**src/rtl/core/pra_pkg.sv**
```systemverilog
// shared types, constants and tables for the point rotation block
`timescale 1ns / 1ps

package pra_pkg;

  // parameter defaults
  localparam int COORD_WIDTH_DEF   = 32;
  localparam int FRAC_BITS_DEF     = 16;
  localparam int CORDIC_STAGES_DEF = 16;

  // cordic table length and internal word widths
  localparam int MAX_STAGES = 24;
  localparam int WORD_W     = 64;
  localparam int CW_W       = 34;
  localparam int BIT_CNT_W  = 5;
  localparam logic [63:0] GAIN_Q32 = 64'd2608131496;

  // register indexes
  localparam logic [2:0] CFG_ORIGIN_X = 3'd0;
  localparam logic [2:0] CFG_ORIGIN_Y = 3'd1;
  localparam logic [2:0] CFG_ORIGIN_Z = 3'd2;
  localparam logic [2:0] CFG_AXIS_X   = 3'd3;
  localparam logic [2:0] CFG_AXIS_Y   = 3'd4;
  localparam logic [2:0] CFG_AXIS_Z   = 3'd5;
  localparam logic [2:0] CFG_ANGLE    = 3'd6;

  // quadrant codes
  localparam logic [1:0] QUAD_0 = 2'd0;
  localparam logic [1:0] QUAD_1 = 2'd1;
  localparam logic [1:0] QUAD_2 = 2'd2;
  localparam logic [1:0] QUAD_3 = 2'd3;

  typedef enum logic [2:0] {
    ST_LOAD,
    ST_NORM,
    ST_SQ,
    ST_SQRT,
    ST_DIV,
    ST_RUN
  } setup_st_t;

  // one cordic cell's hand-off
  typedef struct packed {
    logic signed [CW_W-1:0] x;
    logic signed [CW_W-1:0] y;
    logic signed [CW_W-1:0] z;
    logic                   zq;
    logic [1:0]             quad;
  } cordic_t;

  // one point on its way through the pipeline
  typedef struct packed {
    logic                    vld;
    logic [2:0][WORD_W-1:0]  p;
    logic [2:0][WORD_W-1:0]  v;
    logic [WORD_W-1:0]       dot;
    logic [2:0][WORD_W-1:0]  par;
    logic [2:0][WORD_W-1:0]  q;
    logic [2:0][WORD_W-1:0]  w;
    logic [2:0][WORD_W-1:0]  t;
    logic                    qnz;
  } item_t;

  // atan(2^-i) in units of 2^-32 turn
  function automatic logic [31:0] atan_turn(input int idx);
    logic [31:0] tab [MAX_STAGES];
    tab = '{32'd536870912, 32'd316933406, 32'd167458907, 32'd85004756,
            32'd42667331, 32'd21354465, 32'd10679838, 32'd5340245,
            32'd2670163, 32'd1335087, 32'd667544, 32'd333772,
            32'd166886, 32'd83443, 32'd41722, 32'd20861,
            32'd10430, 32'd5215, 32'd2608, 32'd1304,
            32'd652, 32'd326, 32'd163, 32'd81};
    return tab[idx];
  endfunction

endpackage

```
**src/rtl/core/pra_mul.sv**
```systemverilog
// two-stage 32 by 64 bit multiply, product kept modulo 2^64
`timescale 1ns / 1ps

module pra_mul (
  input  logic               clk,
  input  logic signed [31:0] a,
  input  logic [63:0]        b,
  output logic [63:0]        p
);
  import pra_pkg::*;

  logic signed [WORD_W-1:0] a64, blo64;
  logic [WORD_W-1:0] lo_r, lo_nxt;
  logic [31:0]       hi_r, hi_nxt;
  logic [WORD_W-1:0] p_r;

  assign a64   = WORD_W'(a);
  assign blo64 = {32'b0, b[31:0]};

  always_comb begin
    lo_nxt = a64 * blo64;
    hi_nxt = a[31:0] * b[63:32];
  end

  always_ff @(posedge clk) begin
    lo_r <= lo_nxt;
    hi_r <= hi_nxt;
    p_r  <= lo_r + {hi_r, 32'b0};
  end

  assign p = p_r;

endmodule

```
**config.mk**
```make
export PLATFORM = sky130hd
export DESIGN_NAME = pra_mul
export DESIGN_NICKNAME = d
export VERILOG_FILES = /design/src/rtl/core/pra_pkg.sv /design/src/rtl/core/pra_mul.sv
export SDC_FILE = /design/constraint.sdc
export NUM_CORES = 2
export LEC_CHECK = 0
export ABC_AREA = 1
export BUFFER_PORTS_ARGS = -buffer_cell sky130_fd_sc_hd__buf_2
export CAP_MARGIN = 30
export CORE_MARGIN = 4
export CORE_UTILIZATION = 40
export CTS_BUF_LIST = sky130_fd_sc_hd__clkbuf_8
export DETAILED_ROUTE_END_ITERATION = 6
export PLACE_DENSITY = 0.62
export SLEW_MARGIN = 25
export SYNTH_ARGS = -nofsm -noshare
export SYNTH_HDL_FRONTEND = slang
export SYNTH_SLANG_ARGS = --single-unit
```
**constraint.sdc**
```tcl
create_clock -name clk -period 10.52 [get_ports clk]
set_input_delay 1.578 -clock clk [delete_from_list [all_inputs] [get_ports clk]]
set_output_delay 1.578 -clock clk [all_outputs]
set_load 0.02 [all_outputs]
```
# Yosys cells after proc, flatten, opt, wreduce, memory -nomap -nowiden
# Cells that the tools add are included.
[op_classes]
mul = 2
n_addsub = 1
[ops]
columns = ["op", "count"]
rows = [
  ["$add A64 B64 Y64", 1],
  ["$mul A32 B33 Y64", 1],
  ["$mul A32 B32 Y32", 1],
]
[word_totals]
out_inout_bits = 64
inputBits = 97
ff_bits = 160
word_cells = 6

# Logic depth before layout (Yosys ltp)
[depth]
word_depth = 1
ltp_mapped = 34
mapped_depth_nobuf = 32

# Worst setup path before layout
# No wires, ideal clock.
[synth_timing]
kind = "input -> register"
startpoint = "in a[5]"
endpoint = "reg lo_r[63]"
path_slack_ns = 2.598
path_stages = 27
setup_time_ns = 0.121
t_required_ns = 10.399
arrival_time_ns = 7.801
n_path_buf = 3
cell_sequence = "buf_4 clkbuf_1 clkbuf_1 nand2_1 fa_1 inv_1 fa_1 fa_1 inv_1 fa_1 inv_1 fa_1 fa_1 fa_1 inv_1 fa_1 inv_1 ha_1 nand2_1 nand2_1 a31oi_1 o21ai_0 a21oi_1 inv_1 a21oi_1 nand2_1 xor2_1"
[synth_between]
elab_chain_cells = 1
[synth_rtl]
columns = ["element", "line", "rtl"]
rows = [
  ["start: declaration", "pra_mul.sv:6", "input logic signed [31:0] a,"],
  ["$mul A32 B33 Y64", "pra_mul.sv:21", "lo_nxt = a64 * blo64;"],
  ["via lo_nxt[63]", "pra_mul.sv:13", "logic [WORD_W-1:0] lo_r, lo_nxt;"],
  ["end signal: assignment", "pra_mul.sv:26", "lo_r <= lo_nxt;"],
  ["end: declaration", "pra_mul.sv:13", ""],
]
# The timed path passes the listed nets, and every way through them passes these cells.

# Worst setup path after layout
[layout_timing]
startpoint = "in a[14]"
endpoint = "reg lo_r[50]"
# Same word-level chain as after synthesis.

==> flow_summary_export.csv <==
group,metric,value,unit
sta,finalClockSkew,0.0486,ns
placed_design,port_buffers,160,
min_path,min_path_type,"flop to flop",
setup_path,critPathMaxStageDelay,0.65,ns
logic_synthesis,synthTopCellsByArea,"fa_1, inv_1, nand2_1",
setup_path,crit_fanout,28,
drt,initialDrtViolationCount,3094,
global_routing,grt_pass1_wl,263000,um
logic_synthesis,avgSynthCellArea,7.85,um2
clock_tree,cts_htree_levels,4,
finish,drive_gt1_share,4.71,%
min_path,holdPathEnd,"p[22]",
global_routing,grt_max_degree,43,
logic_synthesis,async_flop_share,0,%
drt,drt-total-wl,164000,um
sta,fmax,115,MHz
sta,fin_ws,1.86,ns
clock_tree,cts-root-buf,"clkbuf_8",
clock_tree,ctsResizeCount,0,
sta,rsz0062_at_grt,"no",
clock_tree,cts_tree,"yes",
drt,first_pass_iters,6,
setup_path,cp-end-kind,"flop",
sta,finalSetupTns,0,ns
finish,nNetsFinal,8993,
clock_tree,clock-sinks,160,
sta,hold_violations,0,
setup_path,cp.depth,23,
drt,ant_nets,0,
die,initial_core_util,40.4,%
setup_path,r2r-end,"p[54]",
finish,syn2layout_area_growth,5.12,%
setup_path,path_delay_family,"adder cells",
setup_path,path_buf_inv,6,
logic_synthesis,synth_warnings,0,
placed_design,place_inst,9001,
clock_tree,cts_buffer_depth,2,
placed_design,placed_cell_area,59200,um2
sta,relSlewSlack,30.3,%
setup_path,crit_required,10.95,ns
setup_path,path_cells,"buf_2, buf_4, nand2_1, inv_1, fa_1, fa_1, inv_1, fa_1, fa_1, inv_1, fa_1, fa_1, fa_1, fa_1, ha_1, a21oi_1, inv_1, a31oi_1, nand2_1, a21oi_1, nand3_1, a21oi_1, xnor2_1",
clock_tree,clk_latency,0.57,ns
logic_synthesis,yosysTopAreaCell,"fa_1",
logic_synthesis,synth_seq_area_share,5.65,%
setup_path,crit_type,"input pin to flop",
die,die-width,384,um
setup_path,crit_top_cell,"fa_1",
placed_design,gp_congestion,0.933,
setup_path,arrival,9.09,ns
clock_tree,cts_buffers,17,
die,dieArea,148000,um2
logic_synthesis,syn-instance-count,7219,
setup_path,r2r_start,"lo_r[32]",
setup_path,reg2regPathDepth,12,
min_path,hp-start,"lo_r[22]",
finish,final_cell_area,59600,um2
clock_tree,post-cts-setup-buffer-count,0,
logic_synthesis,synth_top_area_share,46.1,%
clock_tree,clk_pin_slew,0.10,ns
global_routing,grt_pass1_vias,46900,
finish,nFillCells,14400,
sta,finalSetupViolCount,0,
run,drv_cap,0,
die,rows,137,
setup_path,rrSetupSlack,7.97,ns
placed_design,hpwl,139000,um
die,coreArea,140000,um2
drt,drc_errors,0,
drt,routedWlPerCell,18.1,um
setup_path,worstSetupStartpointType,"input pin",
run_status,run_status,"finished, final reports clean",
setup_path,slowest_stage,"buf_2",
placed_design,dp_slack,1.30,ns
drt,vias_per_cell,4.83,
clock_tree,hold_buffers,0,
global_routing,track_usage,22.9,%
die,pin_count,161,
global_routing,grt-ovfl-total,0,
global_routing,antenna_found_initial,15,
sta,finalCritPeriodShare,82.3,%
sta,min_period,8.66,ns
logic_synthesis,synth_area,56700,um2
finish,final_cells,9047,
logic_synthesis,synth_cell_types,54,
drt,num_vias,43700,
min_path,whs_path_depth,0,
logic_synthesis,syn_nets,9067,
die,dieHeight,384,um
sta,slew_violations,0,
logic_synthesis,synth_edf_count,0,
logic_synthesis,synth_ff_type,"dfxtp_1",
logic_synthesis,ys_seq_elements,160,
sta,worst_slew_pin_slew,1.05,ns
[logic make-up (layout without fill, tap and decap cells)]
logic type,after synthesis,in the layout,synth area share (%)
other,0,13,0
xor gates and xnor gates,137,137,2.12
buffers and inverters,2662,2601,17.7
adders and majority gates,1751,1751,55.9
AOI/OAI and AO/OA,309,309,3.35
and+or+nand+nor,2200,2200,15.2
DFF,160,160,5.65
[how the worst max path moves through the flow]
stage           from        to  slack [ns]
2_1_floorplan   a[5]  lo_r[63]        2.60
3_3_place_gp    a[8]  lo_r[35]        1.22
3_5_place_dp    a[8]  lo_r[35]        1.30
4_1_cts         a[8]  lo_r[35]        1.94
5_1_grt        a[14]  lo_r[50]        1.61
6_report       a[14]  lo_r[50]        1.86
[per-stage QoR]
stage	hold slack, ns	utilization, %
2_1_floorplan	0.310	-
4_1_cts	0.314	42.5
3_5_place_dp	0.312	42.2
6_report	0.318	42.5
3_3_place_gp	0.313	42.1
5_1_grt	0.328	42.5
[cells in the mapped netlist, types with 12 or more instances]
cell type,n
a31oi_1,23
a21o_1,26
fa_1,1306
xor2_1,84
buf_2,19
nand4_1,15
or2_2,12
dfxtp_1,160
a21oi_1,125
nand3_1,71
nand2_1,1869
nand2_2,13
nor2_1,173
o21ai_0,65
xnor2_1,53
clkbuf_1,244
inv_1,2333
buf_1,47
ha_1,445
[layer usage]
metal,global-route usage (%),share of wire [%],up-vias
met4,5.25,2.6,8
met1,31.8,43,22100
li1,-,-,19900
met3,3.81,7.4,215
met2,37.5,47,1466
met5,0,0.029,-
[final cells by class]
cell class | count | area [um2] | share of cell area (%)
timing repair buffer | 227 | 1410 | 2.36
multi-input combinational | 4397 | 43400 | 72.9
antenna | 13 | 32.5 | 0.0546
clock buffer | 18 | 248 | 0.416
clock inverter | 14 | 133 | 0.223
tap | 1876 | 2350 | 3.94
sequential | 160 | 3200 | 5.38
inverter | 2342 | 8790 | 14.8
[placed cells by master (no fill, tap or decap), drive strengths merged, types with 7 or more instances in the layout]
cell	n
nor3	13
a21o	27
diode	13
clkbuf	18
buf	227
nor2	183
o21ai	79
nand2	1883
or2	12
a21boi	11
nand3	76
inv	2350
o211ai	7
fa	1306
a21oi	133
xor2	84
a31oi	23
ha	445
nand4	15
dfxtp	160
xnor2	53
o21bai	12
[state kept, by name, summed over array words and instances (netlist names)]
register  cells
hi_r         32
p            64
lo_r         64
Power is not shown: default switching activity piles up to over one toggle a cycle in this logic, so the estimate is an artifact.
