## src/rtl/core/pra_pkg.sv

```systemverilog
// shared types, constants and tables for the point rotation block
`timescale 1ns / 1ps

package pra_pkg;

  // parameter defaults
  localparam int COORD_WIDTH_DEF   = 32;
  localparam int FRAC_BITS_DEF     = 16;
  localparam int CORDIC_STAGES_DEF = 16;

  // cordic table length and internal word widths
  localparam int MAX_STAGES = 24;
  localparam int WORD_W     = 64;
  localparam int CW_W       = 34;
  localparam int BIT_CNT_W  = 5;
  localparam logic [63:0] GAIN_Q32 = 64'd2608131496;

  // register indexes
  localparam logic [2:0] CFG_ORIGIN_X = 3'd0;
  localparam logic [2:0] CFG_ORIGIN_Y = 3'd1;
  localparam logic [2:0] CFG_ORIGIN_Z = 3'd2;
  localparam logic [2:0] CFG_AXIS_X   = 3'd3;
  localparam logic [2:0] CFG_AXIS_Y   = 3'd4;
  localparam logic [2:0] CFG_AXIS_Z   = 3'd5;
  localparam logic [2:0] CFG_ANGLE    = 3'd6;

  // quadrant codes
  localparam logic [1:0] QUAD_0 = 2'd0;
  localparam logic [1:0] QUAD_1 = 2'd1;
  localparam logic [1:0] QUAD_2 = 2'd2;
  localparam logic [1:0] QUAD_3 = 2'd3;

  typedef enum logic [2:0] {
    ST_LOAD,
    ST_NORM,
    ST_SQ,
    ST_SQRT,
    ST_DIV,
    ST_RUN
  } setup_st_t;

  // one cordic cell's hand-off
  typedef struct packed {
    logic signed [CW_W-1:0] x;
    logic signed [CW_W-1:0] y;
    logic signed [CW_W-1:0] z;
    logic                   zq;
    logic [1:0]             quad;
  } cordic_t;

  // one point on its way through the pipeline
  typedef struct packed {
    logic                    vld;
    logic [2:0][WORD_W-1:0]  p;
    logic [2:0][WORD_W-1:0]  v;
    logic [WORD_W-1:0]       dot;
    logic [2:0][WORD_W-1:0]  par;
    logic [2:0][WORD_W-1:0]  q;
    logic [2:0][WORD_W-1:0]  w;
    logic [2:0][WORD_W-1:0]  t;
    logic                    qnz;
  } item_t;

  // atan(2^-i) in units of 2^-32 turn
  function automatic logic [31:0] atan_turn(input int idx);
    logic [31:0] tab [MAX_STAGES];
    tab = '{32'd536870912, 32'd316933406, 32'd167458907, 32'd85004756,
            32'd42667331, 32'd21354465, 32'd10679838, 32'd5340245,
            32'd2670163, 32'd1335087, 32'd667544, 32'd333772,
            32'd166886, 32'd83443, 32'd41722, 32'd20861,
            32'd10430, 32'd5215, 32'd2608, 32'd1304,
            32'd652, 32'd326, 32'd163, 32'd81};
    return tab[idx];
  endfunction

endpackage

```

## src/rtl/core/pra_cordic_cell.sv

```systemverilog
// one rotation cell of the sine and cosine chain
`timescale 1ns / 1ps

module pra_cordic_cell #(
  parameter int IDX = 0
) (
  input  logic             clk,
  input  pra_pkg::cordic_t cin,
  output pra_pkg::cordic_t cout
);
  import pra_pkg::*;

  localparam logic signed [CW_W-1:0] ATAN = {2'b00, atan_turn(IDX)};

  cordic_t cout_r, cout_nxt;

  always_comb begin
    cout_nxt = cin;
    if (!cin.z[CW_W-1]) begin
      cout_nxt.x = cin.x - (cin.y >>> IDX);
      cout_nxt.y = cin.y + (cin.x >>> IDX);
      cout_nxt.z = cin.z - ATAN;
    end else begin
      cout_nxt.x = cin.x + (cin.y >>> IDX);
      cout_nxt.y = cin.y - (cin.x >>> IDX);
      cout_nxt.z = cin.z + ATAN;
    end
  end

  always_ff @(posedge clk) begin
    cout_r <= cout_nxt;
  end

  assign cout = cout_r;

endmodule

```

## config.mk

```make
export PLATFORM = sky130hd
export DESIGN_NAME = pra_cordic_cell
export DESIGN_NICKNAME = d
export VERILOG_FILES = /design/src/rtl/core/pra_pkg.sv /design/src/rtl/core/pra_cordic_cell.sv
export SDC_FILE = /design/constraint.sdc
export NUM_CORES = 1
export LEC_CHECK = 0
export ABC_CLOCK_PERIOD_IN_PS = 4000
export BUFFER_PORTS_ARGS = -buffer_cell sky130_fd_sc_hd__buf_2
export CAP_MARGIN = 25
export CORE_MARGIN = 5
export CORE_UTILIZATION = 49
export CTS_BUF_LIST = sky130_fd_sc_hd__clkbuf_4 sky130_fd_sc_hd__clkbuf_8 sky130_fd_sc_hd__clkbuf_16
export DETAILED_ROUTE_END_ITERATION = 7
export PLACE_DENSITY = 0.81
export SETUP_SLACK_MARGIN = 0.4
export SLEW_MARGIN = 20
export SYNTH_ARGS = -nofsm -noshare
export SYNTH_HDL_FRONTEND = slang
export SYNTH_SLANG_ARGS = --single-unit
```

## constraint.sdc

```tcl
create_clock -name clk -period 4 [get_ports clk]
set_clock_uncertainty 0.2 [all_clocks]
set_input_delay 0.6 -clock clk [delete_from_list [all_inputs] [get_ports clk]]
set_output_delay 0.6 -clock clk [all_outputs]
set_load 0.01 [all_outputs]
```

### After elaboration in Yosys (flattened, before gate mapping)

Cells that the tools add are included.

* $add $sub $neg: 5
* multiplexer cells: 1

Operator list (count)
* $mux W102: 1
* $sub A34 B34 Y34: 2
* $add A34 B31 Y34 const B: 1
* $add A34 B34 Y34: 1
* $sub A34 B31 Y34 const B: 1

* bits in registers: 105
* bits of input ports: 106
* output and inout port bits: 105
* logic and storage cells: 11

### Longest topological paths before layout

Gate-level depths: netlist of the first run.

* depth in word-level cells: 2
* mapped depth: 13
* gate-level depth less buffers: 13

### Worst setup path after synthesis of the first run

No wires, ideal clock.

* path kind: in2reg
* from: input cin[37] (netlist bit)
* to: register cout_r (netlist bit cout[67])
* data arrival time: 2.929 ns
* path slack: 0.742 ns
* stages on the path: 12
* path buffers: 0
* cell sequence: ha_1 > fa_1 > nor2b_1 > or3_1 > a21oi_1 > o21bai_2 > a31oi_1 > o31ai_2 > a31oi_1 > o41a_1 > o32ai_1 > xnor2_1

RTL lines
* start: declaration: line pra_cordic_cell.sv:8 `input pra_pkg::cordic_t cin,`
* end signal: assignment: line pra_cordic_cell.sv:31 `cout_r <= cout_nxt;`
* end: declaration: line pra_cordic_cell.sv:15 `cordic_t cout_r, cout_nxt;`

==> impl_metrics.py, run 1 <==
metrics = {
    "worst_setup_path": {
        "cp_max_fo": 4,
        "cp.buffers_inverters": 3,
        "start_kind": "input pin",
        "path_class": "input pin to flop",
        "cp_cell_sequence": "buf_2, inv_1, ha_1, buf_4, and2_1, a221oi_4, o221a_2, o31ai_2, a211oi_1, o221ai_1, a21oi_2, o21ai_0, o21ai_0, xnor2_1",
        "crit_path_frequent_cell": "o21ai_0",
        "startpoint": "cin[45]",
        "crit_arrival_ns": 3.54,
        "cpMaxStageDelayCell": "a221oi_4",
        "slowest_delay_ns": 0.35,
        "critPathCaptureType": "flop",
        "cp_data_required_time_ns": 4.07,
        "cpLargestDelayFamily": "compound AO/OA/AOI/OAI gates",
    },
    "pwr": {
        "peakVddDrop_mv": 0.184,
        "cellLeakagePower_nw": 4.79,
        "power.density_mw_per_mm2": 363,
    },
    "timing": {
        "tightest_slew_ns": 0.851,
        "rsz0062_at_grt": "no",
        "maxSlewViolCount": 0,
        "timing.final.crit_share": 0.868,
        "fin_setup_tns_ns": 0,
        "fmax_mhz": 288,
        "holdWs_ns": 0.150,
        "min_period_ns": 3.47,
        "hold_viol_final": 0,
        "maxSlewHeadroom": 0.433,
        "setup_viol": 0,
    },
    "global_routing": {
        "grt_pass1_vias": 7799,
        "use_met2": 0.410,
        "gr-total-overflow": 0,
        "busiest_layer": "met2",
        "met3_usage": 0.0477,
        "grt_pass1_wl_mm": 40.8,
        "use_met1": 0.349,
        "groute.usage.overall": 0.256,
        "grt_antenna_before_repair": 0,
        "grt_max_degree": 76,
    },
    "drt": {
        "vias": 8331,
        "drt_wl_total_mm": 25.9,
        "ant_nets": 0,
        "first_iter_violations": 823,
        "routedWlPerCell_um": 17.8,
        "first_pass_iters": 5,
        "avgViaCountPerCell": 5.71,
        "drc": 0,
    },
    "floorplan": {
        "io_pins": 211,
        "die_x_um": 138,
        "die_y_um": 138,
        "core_mm2": 0.0164,
        "rows": 47,
        "die_area_mm2": 0.0192,
        "initial_utilization": 0.492,
    },
    "place": {
        "place_area_mm2": 0.00963,
        "dp_hpwl_mm": 20.9,
        "gp_congestion": 0.992,
        "io_buffers": 210,
    },
    "layout": {
        "fill_cells": 1482,
        "antenna_cells": 0,
        "syn_to_final_growth_pct": 23.3,
        "stdcell_area_mm2": 0.00996,
        "nets": 1446,
        "drive_gt1_frac": 0.257,
        "largest_register_ffs": 104,
    },
    "cts": {
        "cts_tree": "built",
        "clock-root-buffer": "clkbuf_16",
        "cts_made_buffers": 9,
        "clk_pin_slew_worst_paths_ns": 0.07,
        "hold_buffers": 0,
        "clock_sinks": 104,
        "h-tree-depth": 3,
        "clockBufferDepth": 2,
        "cts_setup_buffers": 0,
        "cts_resized": 0,
    },
    "synthesis": {
        "syn_inst": 1000,
        "syn-num-nets": 1212,
        "synth_most_common_cell": "a21oi_1",
        "synth_ff_type": "dfxtp_1",
        "yosys.area.top_type_share": 0.258,
        "ys_ff_latch": 104,
        "syn_area_mm2": 0.00808,
        "synth_area_per_cell_um2": 8.08,
        "synth_edf_count": 0,
        "synth-seq-area-share": 0.258,
        "yosysUniqueCellTypes": 80,
        "synth_top_area_cell": "dfxtp_1",
        "async_flop_share": 0,
        "synth.area.top_cells": "dfxtp_1 26%, ha_1 16%, a21oi_1 7.3%",
        "yosys_warnings": 0,
        "synth_common_cells": "118 x a21oi_1, 104 x dfxtp_1, 102 x ha_1",
    },
    "worst_hold_path": {
        "min_path_type": "input pin to flop",
        "holdPathEnd": "cout[16]$_DFF_P_",
        "hp-start": "cin[16]",
        "hold_path_depth": 1,
    },
    "flow_run": {
        "max_cap_violations": 0,
    },
    "status": {
        "status": "finished clean",
    },
}
==> layout by cell type, fill, tap and decap left out, types with 4 or more instances in the layout <==
master	netlist	layout
a2111oi_0	4	4
a211oi_1	6	6
a21o_1	21	21
a21oi_1	118	117
a31oi_1	5	4
buf_2	6	210
buf_4	6	60
clkbuf_16	0	9
clkinv_1	6	6
dfxtp_1	104	104
fa_1	4	4
ha_1	102	102
inv_1	96	96
mux2i_1	16	16
nand2_1	43	43
nand2b_1	8	8
nand3_1	11	11
nand4_1	10	10
nor2_1	99	99
nor2b_1	11	11
nor3_1	23	22
nor4_1	5	5
o211ai_1	6	6
o21a_1	11	11
o21ai_0	50	50
o21ai_1	4	4
o21bai_1	22	22
o311ai_0	4	4
o31a_1	6	6
o31ai_1	10	9
or2_2	4	4
or3_1	4	4
or4_1	4	4
xnor2_1	65	65
xor2_1	4	4
==> cell families (layout without fill, tap and decap cells) <==
kind of cell | count (synthesis) | after routing | share of synthesized area
fa+ha+maj | 106 | 106 | 0.168
mux | 16 | 16 | 0.0198
xor+xnor | 69 | 69 | 0.0748
compound gates | 319 | 319 | 0.265
simple gates | 236 | 236 | 0.139
buf+inv | 150 | 388 | 0.0760
flops | 104 | 104 | 0.258
==> routing by layer <==
layer | up-vias | wire (µm)
met1 | 3845 | 11000
met4 | 0 | 646
met3 | 66 | 2440
met5 | - | 0
met2 | 477 | 11800
li1 | 3943 | -
==> worst max path at each step <==
stage | to | cells after the start | slack, ns
after floorplan | cout[67]$_DFF_P_ | 12 | 0.74
after global placement | cout[100]$_DFF_P_ | 14 | 0.17
after detailed placement | cout[102]$_DFF_P_ | 14 | 0.13
after CTS | cout[102]$_DFF_P_ | 14 | 0.49
after global routing | cout[100]$_DFF_P_ | 14 | 0.40
final | cout[100]$_DFF_P_ | 14 | 0.53
==> power by group <==
group          total [mW]  leakage (nW)  internal, mW  switching (mW)
logic                1.49          3.78         0.613           0.874
clock network       0.851         0.132         0.430           0.421
registers            1.28         0.878          1.22          0.0559
total                3.62          4.79          2.27            1.35
==> final cells by class <==
class | count | area, µm² | area share
clock inverter | 6 | 55.1 | 0.00553
timing repair buffer | 270 | 1500 | 0.151
multi-input combinational | 746 | 5430 | 0.545
tap | 220 | 275 | 0.0276
inverter | 103 | 392 | 0.0393
clock buffer | 9 | 225 | 0.0226
sequential | 104 | 2080 | 0.209
==> metrics by stage <==
step	setup WS [ns]	total power, mW	cells	utilization
after floorplan	0.742	2.17	1000	-
after global placement	0.170	2.74	1443	0.587
after detailed placement	0.134	2.75	1443	0.587
after CTS	0.494	3.61	1458	0.604
after global routing	0.398	3.81	1458	0.607
final	0.530	3.62	1458	0.607
Power figures use the tool's default switching activity.
==> run 2: changes to the inputs <==
CELL_PAD_IN_SITES_DETAIL_PLACEMENT = 2   (was unset)
CELL_PAD_IN_SITES_GLOBAL_PLACEMENT = 2   (was unset)
CORE_UTILIZATION = 31   (was 49)
PLACE_DENSITY = 0.88   (was 0.81)
==> impl_metrics.py, run 2 (same netlist as run 1, synthesis figures left out) <==
metrics = {
    "status": {
        "status": "finished clean",
    },
    "worst_setup_path": {
        "cp_max_fo": 7,
        "cpMaxStageDelayCell": "ha_1",
        "cp_data_required_time_ns": 4.09,
        "critPathCaptureType": "flop",
        "path_class": "input pin to flop",
        "crit_arrival_ns": 3.59,
        "slowest_delay_ns": 0.43,
        "cp_cell_sequence": "buf_2, inv_1, ha_1, and2_1, a221oi_2, o221a_2, o31ai_1, buf_4, a211oi_2, o221ai_1, a21oi_2, o21ai_0, o21ai_0, xnor2_1",
        "startpoint": "cin[44]",
        "start_kind": "input pin",
        "crit_end": "cout[100]$_DFF_P_",
        "crit_path_frequent_cell": "o21ai_0",
    },
    "pwr": {
        "cellLeakagePower_nw": 4.87,
        "power.density_mw_per_mm2": 376,
        "peakVddDrop_mv": 0.167,
        "p_total_mw": 3.87,
    },
    "floorplan": {
        "rows": 59,
        "die_x_um": 171,
        "io_pins": 211,
        "core_mm2": 0.0258,
        "initial_utilization": 0.313,
        "die_y_um": 171,
        "die_area_mm2": 0.0294,
    },
    "timing": {
        "rsz0062_at_grt": "no",
        "tightest_slew_ns": 0.907,
        "setup_viol": 0,
        "fmax_mhz": 285,
        "maxSlewHeadroom": 0.396,
        "min_period_ns": 3.50,
        "hold_viol_final": 0,
        "timing.final.crit_share": 0.876,
        "maxSlewViolCount": 0,
    },
    "drt": {
        "ant_nets": 0,
        "avgViaCountPerCell": 5.46,
        "routedWlPerCell_um": 22.5,
        "first_iter_violations": 578,
        "drt_wl_total_mm": 35.6,
        "first_pass_iters": 5,
        "vias": 8642,
        "drc": 0,
    },
    "flow_run": {
        "max_cap_violations": 0,
    },
    "global_routing": {
        "grt_pass1_wl_mm": 53.7,
        "groute.usage.overall": 0.232,
        "grt_pass1_vias": 9395,
        "gr-total-overflow": 0,
        "grt_max_degree": 76,
        "grt_antenna_before_repair": 3,
    },
    "place": {
        "gp_congestion": 0.928,
        "dp_hpwl_mm": 28.8,
        "place_inst": 1567,
        "io_buffers": 210,
    },
    "worst_hold_path": {
        "min_path_type": "input pin to flop",
    },
    "cts": {
        "h-tree-depth": 3,
        "clockBufferDepth": 2,
        "cts_setup_buffers": 0,
        "cts_tree": "built",
        "clk_pin_slew_worst_paths_ns": 0.08,
        "hold_buffers": 0,
        "cts_made_buffers": 9,
        "clock-root-buffer": "clkbuf_16",
        "clock_sinks": 104,
    },
    "layout": {
        "final_cells": 1584,
        "nets": 1455,
        "fill_cells": 2987,
        "final_cell_mix": "210 x buf_2, 116 x a21oi_1, 104 x dfxtp_1",
        "layout_commonest_cell": "buf_2",
        "syn_to_final_growth_pct": 27.4,
        "drive_gt1_frac": 0.272,
        "largest_register_ffs": 104,
    },
}
run 2: changes by cell type in the layout (fill, tap and decap cells not counted), sizes merged:
cell,change
buf,+9
bufinv,+1
clkinv,+1
clkinvlp,-2
diode,+1
inv,+1
run 2: worst min-delay path by stage:
stage | startpoint | endpoint | slack (ns) | depth (start not counted)
floorplan | cin[0] | cout[0]$_DFF_P_ | 0.43 | 0
global placement | cin[8] | cout[8]$_DFF_P_ | 0.50 | 1
detailed placement | cin[13] | cout[13]$_DFF_P_ | 0.50 | 1
CTS | cin[5] | cout[5]$_DFF_P_ | 0.12 | 1
global route | cin[13] | cout[13]$_DFF_P_ | 0.12 | 1
finish | cin[5] | cout[5]$_DFF_P_ | 0.13 | 1
run 2: per-layer routing:
layer / track usage / part of all wire / up-vias
li1: - / - / 3955
met3: 0.0333 / 0.063 / 78
met2: 0.420 / 0.50 / 333
met4: 0.0889 / 0.034 / 2
met5: 0 / 0.00037 / -
met1: 0.277 / 0.40 / 4274
run 2: power breakdown:
part	total, mW	leakage, nW	internal (mW)	switching (mW)
Sequential	1.28	0.878	1.22	0.0600
Combinational	1.61	3.83	0.636	0.973
Clock	0.975	0.155	0.502	0.473
Total	3.87	4.87	2.36	1.51
run 2: stage by stage:
step           instance area [µm²]   util  TNS [ns]  hold WS (ns)  setup slack (ns)
2_1_floorplan                 8080      -         0         0.428             0.742
3_3_place_gp                  9860  0.382         0         0.502             0.164
3_5_place_dp                  9860  0.382   -0.0670         0.504           -0.0670
4_1_cts                      10200  0.394         0         0.119             0.433
5_1_grt                      10300  0.398         0         0.123             0.370
6_report                     10300  0.398         0         0.134             0.496
run 2: timing repair:
action | in CTS | in global routing
gates resized for setup | 2 | 24
setup endpoints to repair | 3 | 18
hold endpoints to repair | 0 | 0
pin swaps | 0 | 3
run 2: layout make-up:
cell class / count / area (µm²) / share of cell area
Multi-Input combinational cell: 746 / 5500 / 0.534
Sequential cell: 104 / 2080 / 0.202
Timing Repair Buffer: 279 / 1590 / 0.154
Tap cell: 335 / 419 / 0.0407
Inverter: 103 / 392 / 0.0380
Clock buffer: 9 / 225 / 0.0219
Clock inverter: 7 / 88.8 / 0.00863
Antenna cell: 1 / 2.50 / 0.000243
run 2: worst max-delay path, delay by kind of cell:
kind            cells  cell delay, ns
simple gates        1            0.25
compound gates      8            1.84
xor+xnor            1            0.15
fa+ha+maj           1            0.43
buf+inv             3            0.33
